File: src/chtb_pkg.sv
// Package for the cuckoo hash table core: state codes, command and way codes,
// register map and the pre-modulo hash products. No dependencies.
`default_nettype none
package chtb_pkg;

    localparam int KEY_W   = 32;
    localparam int ENTRY_W = KEY_W + 1;

    localparam logic [1:0] CMD_INSERT = 2'd0;
    localparam logic [1:0] CMD_LOOKUP = 2'd1;
    localparam logic [1:0] CMD_ERASE  = 2'd2;
    localparam logic [1:0] CMD_CLEAR  = 2'd3;

    localparam logic [1:0] WAY_NONE   = 2'd0;
    localparam logic [1:0] WAY_FIRST  = 2'd1;
    localparam logic [1:0] WAY_SECOND = 2'd2;

    localparam logic [1:0] REG_TABLE_SIZE = 2'd0;
    localparam logic [1:0] REG_MAX_KICKS  = 2'd1;
    localparam logic [1:0] REG_LOAD_LIMIT = 2'd2;

    localparam logic [10:0] TABLE_SIZE_RST = 11'd1024;
    localparam logic [7:0]  MAX_KICKS_RST  = 8'd60;
    localparam logic [11:0] LOAD_LIMIT_RST = 12'd1024;

    typedef enum logic [3:0] {
        S_CLR,
        S_IDLE,
        S_HA,
        S_HB,
        S_RD,
        S_LOC,
        S_KRD,
        S_KCHK,
        S_KH,
        S_DONE
    } t_state;

    // 7*(k+3) with 32-bit wrap
    function automatic logic [31:0] f_prod_a(input logic [31:0] k);
        logic [31:0] x;
        x = k + 32'd3;
        return (x << 3) - x;
    endfunction

    // 5*(k+1) with 32-bit wrap
    function automatic logic [31:0] f_prod_b(input logic [31:0] k);
        logic [31:0] x;
        x = k + 32'd1;
        return (x << 2) + x;
    endfunction

endpackage
`default_nettype wire

File: src/chtb_mod.sv
// Iterative modulo unit: sign-extends a 32-bit product to 64 bits and reduces
// it by the table size, four bits per cycle. Uses chtb_pkg.
`default_nettype none
module chtb_mod
    import chtb_pkg::*;
#(
    parameter int DEPTH = 1024
) (
    input  wire logic                     i_clk,
    input  wire logic                     i_rst_n,
    input  wire logic                     i_start,
    input  wire logic [31:0]              i_value,
    input  wire logic [$clog2(DEPTH):0]   i_modulus,
    output logic                          o_done,
    output logic [$clog2(DEPTH)-1:0]      o_rem
);
    localparam int AW = $clog2(DEPTH);
    localparam int MW = AW + 1;

    logic [63:0]   r_sh, n_sh;
    logic [MW-1:0] r_rem, n_rem;
    logic [3:0]    r_cnt, n_cnt;
    logic          r_busy, n_busy;
    logic          r_done, n_done;
    logic [MW:0]   t;

    always_comb begin
        n_sh   = r_sh;
        n_rem  = r_rem;
        n_cnt  = r_cnt;
        n_busy = r_busy;
        n_done = 1'b0;
        t      = '0;
        if (i_start) begin
            n_sh   = {{32{i_value[31]}}, i_value};
            n_rem  = '0;
            n_cnt  = '0;
            n_busy = 1'b1;
        end else if (r_busy) begin
            // four restoring steps on the top bits
            for (int i = 0; i < 4; i++) begin
                t = {n_rem, n_sh[63 - i]};
                if (t >= {1'b0, i_modulus}) begin
                    t = t - {1'b0, i_modulus};
                end
                n_rem = t[MW-1:0];
            end
            n_sh  = r_sh << 4;
            n_cnt = r_cnt + 4'd1;
            if (r_cnt == 4'd15) begin
                n_busy = 1'b0;
                n_done = 1'b1;
            end
        end
    end

    always_ff @(posedge i_clk) begin
        if (!i_rst_n) begin
            r_busy <= 1'b0;
            r_done <= 1'b0;
            r_cnt  <= '0;
        end else begin
            r_busy <= n_busy;
            r_done <= n_done;
            r_cnt  <= n_cnt;
        end
        r_sh  <= n_sh;
        r_rem <= n_rem;
    end

    assign o_done = r_done;
    assign o_rem  = r_rem[AW-1:0];
endmodule
`default_nettype wire

File: config.mk
export PLATFORM = sky130hd
export DESIGN_NAME = chtb_mod
export DESIGN_NICKNAME = d
export VERILOG_FILES = /design/src/chtb_pkg.sv /design/src/chtb_mod.sv
export SDC_FILE = /design/constraint.sdc
export NUM_CORES = 1
export LEC_CHECK = 0
export BUFFER_PORTS_ARGS = -buffer_cell sky130_fd_sc_hd__clkbuf_2
export CORE_MARGIN = 4
export CORE_UTILIZATION = 52
export DETAILED_ROUTE_END_ITERATION = 16
export GPL_ROUTABILITY_DRIVEN = 1
export PLACE_DENSITY = 0.77
export REMOVE_ABC_BUFFERS = 1
export SLEW_MARGIN = 5
export SYNTH_ARGS = -nofsm -noshare
export SYNTH_HDL_FRONTEND = slang
export SYNTH_SLANG_ARGS = --single-unit
export TNS_END_PERCENT = 50
File: constraint.sdc
create_clock -name i_clk -period 21.8 [get_ports i_clk]
set_input_delay 0 -clock i_clk [delete_from_list [all_inputs] [get_ports i_clk]]
set_output_delay 0 -clock i_clk [all_outputs]
set_load 0.01 [all_outputs]
* Word-level counts from Yosys, hierarchy flattened *
Cells that the tools add are included.

word-level totals
  register bits after elaboration = 81
  bits of input ports = 46
  output and inout port bits = 11
  word-level logic and storage cells = 36

cells by class
  bitwise gates (word level) = 2
  add/sub/neg operators = 5
  equal/unequal tests = 1
  $lt $le $gt $ge = 4
  reductions and logical operators = 3
  mux-type cells = 16

operators with widths
  cell                                          number
  two-way mux 64 bit                            2
  two-way mux 11 bit                            10
  >= comparator 12 x 11 -> 1 bit                4
  subtractor 11 bit                             4
  adder 4 x 1 -> 4 bit (second input constant)  1
  equality test 4 bit (second input constant)   1
  two-way mux 1 bit                             4
  OR reduction 3 bit                            1
  NOT 1 bit                                     2
  nonzero test 2 bit                            1
  OR reduction 2 bit                            1

* Logic depth before layout (Yosys ltp) *
  word-level depth = 14
  gate-level depth with buffers = 39
  mapped depth without buffers = 36

* Least setup slack after synthesis *
OpenSTA, ideal clock, no wires.

  kind = register to register
  start point = reg r_sh[63]
  end point = reg r_rem[10]
  data arrival time = 8095 ps
  clock period less this slack = 8220 ps
  path buffers = 3
  setup time = 125 ps
  slack = 13580 ps
  cell stages (with the launch flop) = 36
  cell sequence = edfxtp_1 inv_1 ha_1 fa_1 nand2b_1 a211oi_2 o41a_4 or2_1 buf_6 mux2_2 ha_1 nand3_1 o2111a_1 o21ai_0 a21o_1 or2_1 buf_2 mux2_2 ha_1 or2_2 o22ai_1 nor2_1 o21a_1 o211a_1 a211oi_4 mux2_2 ha_1 clkbuf_1 a21o_1 a21oi_1 o21ai_0 o31ai_1 nand3_1 mux2_4 and2_1 o41a_1

on the way
  word-level cells in the longest chain between the ends = 14

ends and longest elaborated chain
  element                                                              RTL line                        text
  start, declared                                                      chtb_mod.sv:20                  logic [63:0] r_sh, n_sh;
  start signal, assigned                                               chtb_mod.sv:67                  r_sh <= n_sh;
  subtractor 11 bit or >= comparator 12 x 11 -> 1 bit (tied branches)  chtb_mod.sv:44, chtb_mod.sv:43
  two-way mux 11 bit *                                                 chtb_mod.sv:43                  if (t >= {1'b0, i_modulus}) begin
  two-way mux 11 bit *                                                 chtb_mod.sv:39                  end else if (r_busy) begin
  two-way mux 11 bit *                                                 chtb_mod.sv:34                  if (i_start) begin
  subtractor 11 bit or >= comparator 12 x 11 -> 1 bit (tied branches)  chtb_mod.sv:44, chtb_mod.sv:43
  two-way mux 11 bit *                                                 chtb_mod.sv:43
  two-way mux 11 bit *                                                 chtb_mod.sv:39
  two-way mux 11 bit *                                                 chtb_mod.sv:34
  subtractor 11 bit or >= comparator 12 x 11 -> 1 bit (tied branches)  chtb_mod.sv:44, chtb_mod.sv:43
  two-way mux 11 bit *                                                 chtb_mod.sv:43
  two-way mux 11 bit *                                                 chtb_mod.sv:39
  two-way mux 11 bit *                                                 chtb_mod.sv:34
  subtractor 11 bit or >= comparator 12 x 11 -> 1 bit (tied branches)  chtb_mod.sv:44, chtb_mod.sv:43
  two-way mux 11 bit *                                                 chtb_mod.sv:43
  end signal, assigned                                                 chtb_mod.sv:68                  r_rem <= n_rem;
  end, declared                                                        chtb_mod.sv:21                  logic [MW-1:0] r_rem, n_rem;

Every way passes the cells marked *; elsewhere a longest branch is shown, timed or not. The select of a mux whose other input is x is not followed.
A chain may end at the register's enable or synchronous reset.

* Worst setup path after layout *
Ends and elaborated chain as after synthesis.

==> summary.txt <==
Worst setup path
  • Worst EP required: 22030 ps
  • Worst setup path class: reg -> reg
  • Worst setup EP type: flop
  • Worst Setup Start Kind: flop
  • Reg-to-reg startpoint: r_sh[63]
  • Maximum fanout along the worst path: 18
  • Worst Setup SP: r_sh[63]
  • R2r worst-path depth: 32
  • Slowest library cell on the worst path: a211oi_4
  • Arr. time, crit path: 9980 ps
  • CP endpoint: r_rem[10]
  • CP peak stage delay: 670 ps
  • R2R Setup Slk: 12050 ps
  • Reg-to-reg critical path endpoint: r_rem[10]

STA
  • Final period utilization: 44.7%
  • Final hold vios: 0
  • Setup tns final: 0 ps
  • Clk_skew: 9.28 ps
  • Final Critical Period: 9750 ps
  • Final Max Slew Viols: 0
  • Fmax: 103 MHz
  • RSZ-0062 raised after global routing: no
  • Max-slew headroom: 45.2%
  • Worst-Margin Slew: 820 ps
  • Setup violators final: 0

Route
  • Routed Antenna Nets: 0
  • DR iter-0 viols: 369
  • Overall routed net length: 14200 um
  • Drt pass-1 iters: 5
  • Average wire per cell in the routed design: 17.4 um
  • Via total after detailed routing: 4626
  • Vias per std cell: 5.70
  • DRC Markers: 0

Final layout
  • Storage element area: 2260 sq um
  • N_diodes: 0
  • Layout Nets: 762
  • Fillers: 903
  • Area grow syn2layout: 15.4%
  • Share of cells above drive strength 1: 19.8%
  • Area of the multi-input gates: 3190 sq um

Die
  • # rows: 38
  • DIE HEIGHT: 114 um
  • Starting Density: 53.6%
  • DIE AREA: 13000 sq um
  • Die Width: 114 um
  • IO Pins: 57
  • Core Footprint: 10900 sq um

Synthesis
  • Share of the synthesized area in the top cell type: 32.8%
  • Register area share after synthesis: 38.6%
  • Yosys reg bits: 81
  • Syn Inst Count: 594
  • Yosys warns: 0
  • Post-synth cell types: 63
  • Top cell type by total area after synthesis: edfxtp_1
  • Synth top area cells: edfxtp_1 (33%), ha_1 (9.6%), mux2_2 (8.4%), dfxtp_1 (5.8%), inv_1 (4.4%)
  • Number of synthesized flops with an enable pin: 64
  • Main synth FF type: edfxtp_1
  • Async set-or-reset flop fraction in the synthesized netlist: 0%
  • Synth top cells by count: inv_1 (69), edfxtp_1 (64), o21ai_0 (47)
  • Most common cell in the synthesized netlist: inv_1
  • Mean area per synthesized cell: 9.87 sq um
  • Mapped cell area: 5860 sq um

Clocking
  • CTS-repair resized insts: 0
  • CTS buffer count: 9
  • Worst-Skew Late Latency: 340 ps
  • Clk sinks: 81
  • Clock transition at path regs: 60 ps
  • Max clock buf depth: 2
  • CTS tree: done
  • H-Tree Depth: 3
  • Root Driver: clkbuf_16

Global route
  • GRT Residual Overflow: 0
  • First-pass GRT wire length: 23000 um
  • Initial antenna violation count: 0
  • Vias in the first global route: 4673
  • Largest net degree at the start of global routing: 76
  • Tot GR Track Use: 22.3%

Worst hold path
  • Hold Path Depth: 5
  • Hold WC Path Type: in -> reg
  • HP Start: i_modulus[0]

Placed design
  • Quantity of I/O buffers inserted on ports: 56
  • Detailed placement HPWL: 9970 um
  • Gpl congestion: 0.958

Job
  • Max cap viols: 0

Run status
  • Status: completed
[state kept, by name, indices dropped and copies added, names as in the netlist]
| register | count |
|---|---|
| r_rem | 11 |
| r_cnt | 4 |
| o_done | 1 |
| r_busy | 1 |
| r_sh | 64 |
[kinds of logic after synthesis]
group	synth area share, %
AO/OA/AOI/OAI	17.3
XOR/XNOR	4.33
adder cells (fa/ha/maj)	11.0
buffers and inverters	7.15
flip-flops	38.6
multiplexers	10.6
AND/OR/NAND/NOR	11.1
[area by class of cell]
| class | count | area share (%) |
|---|---|---|
| multi-input combinational | 416 | 47.1 |
| sequential | 81 | 33.4 |
| clock inverter | 6 | 0.610 |
| inverter | 69 | 3.83 |
| tap | 140 | 2.59 |
| clock buffer | 10 | 3.38 |
| timing repair buffer | 90 | 9.10 |
[critical path, delay by kind of cell (launching register included)]
kind / cells / cell delay [ps]
AO/OA/AOI/OAI: 17 / 4610
flip-flops: 1 / 340
adder cells (fa/ha/maj): 5 / 1850
multiplexers: 3 / 1280
buffers and inverters: 1 / 50
AND/OR/NAND/NOR: 6 / 1500
[through the flow]
stage	hold WS, ps	setup slack (ps)	area (sq um)	util, %	std cells
after floorplan	72.1	13290	5700	-	566
after global placement	223	12570	6180	56.5	764
after detailed placement	235	12240	6180	56.5	764
after CTS	286	12210	6770	61.9	812
after global routing	341	11450	6770	61.9	812
final	307	12050	6770	61.9	812
[metal layers]
layer	vias up	wire length (um)	global-route usage (%)
met1	2145	5940	28.7
met3	36	1030	4.07
met4	0	461	10.1
met5	-	0	0
met2	159	6730	36.5
li1	2286	-	-
[worst min path at each step]
stage | to | slack (ps)
floorplan | r_rem[2] | 70
global placement | r_busy | 220
detailed placement | r_busy | 240
CTS | r_rem[0] | 290
global route | r_rem[0] | 340
finish | r_rem[0] | 310
[cell usage in the layout (no fill, tap or decap), drive strengths merged, types with 7 or more instances in the layout]
cell,count
edfxtp,64
o21a,10
nand4,10
clkbuf,66
dlygate4sd3,32
o211ai,7
mux2i,11
xor2,13
nor2,46
o21ai,48
a21oi,31
nand2,21
inv,71
xnor2,16
mux2,45
a211oi,12
nor3,16
dfxtp,17
nand2b,8
ha,45
nand3,7
[repair_timing]
item | in CTS | in global routing
hold buffers | 32 | 0
hold endpoints to repair | 36 | 0
setup buffers | 0 | 0
Power is left out: the tool's default activity adds up to more than one toggle a clock period on the data nets, which glitch-free logic cannot reach.
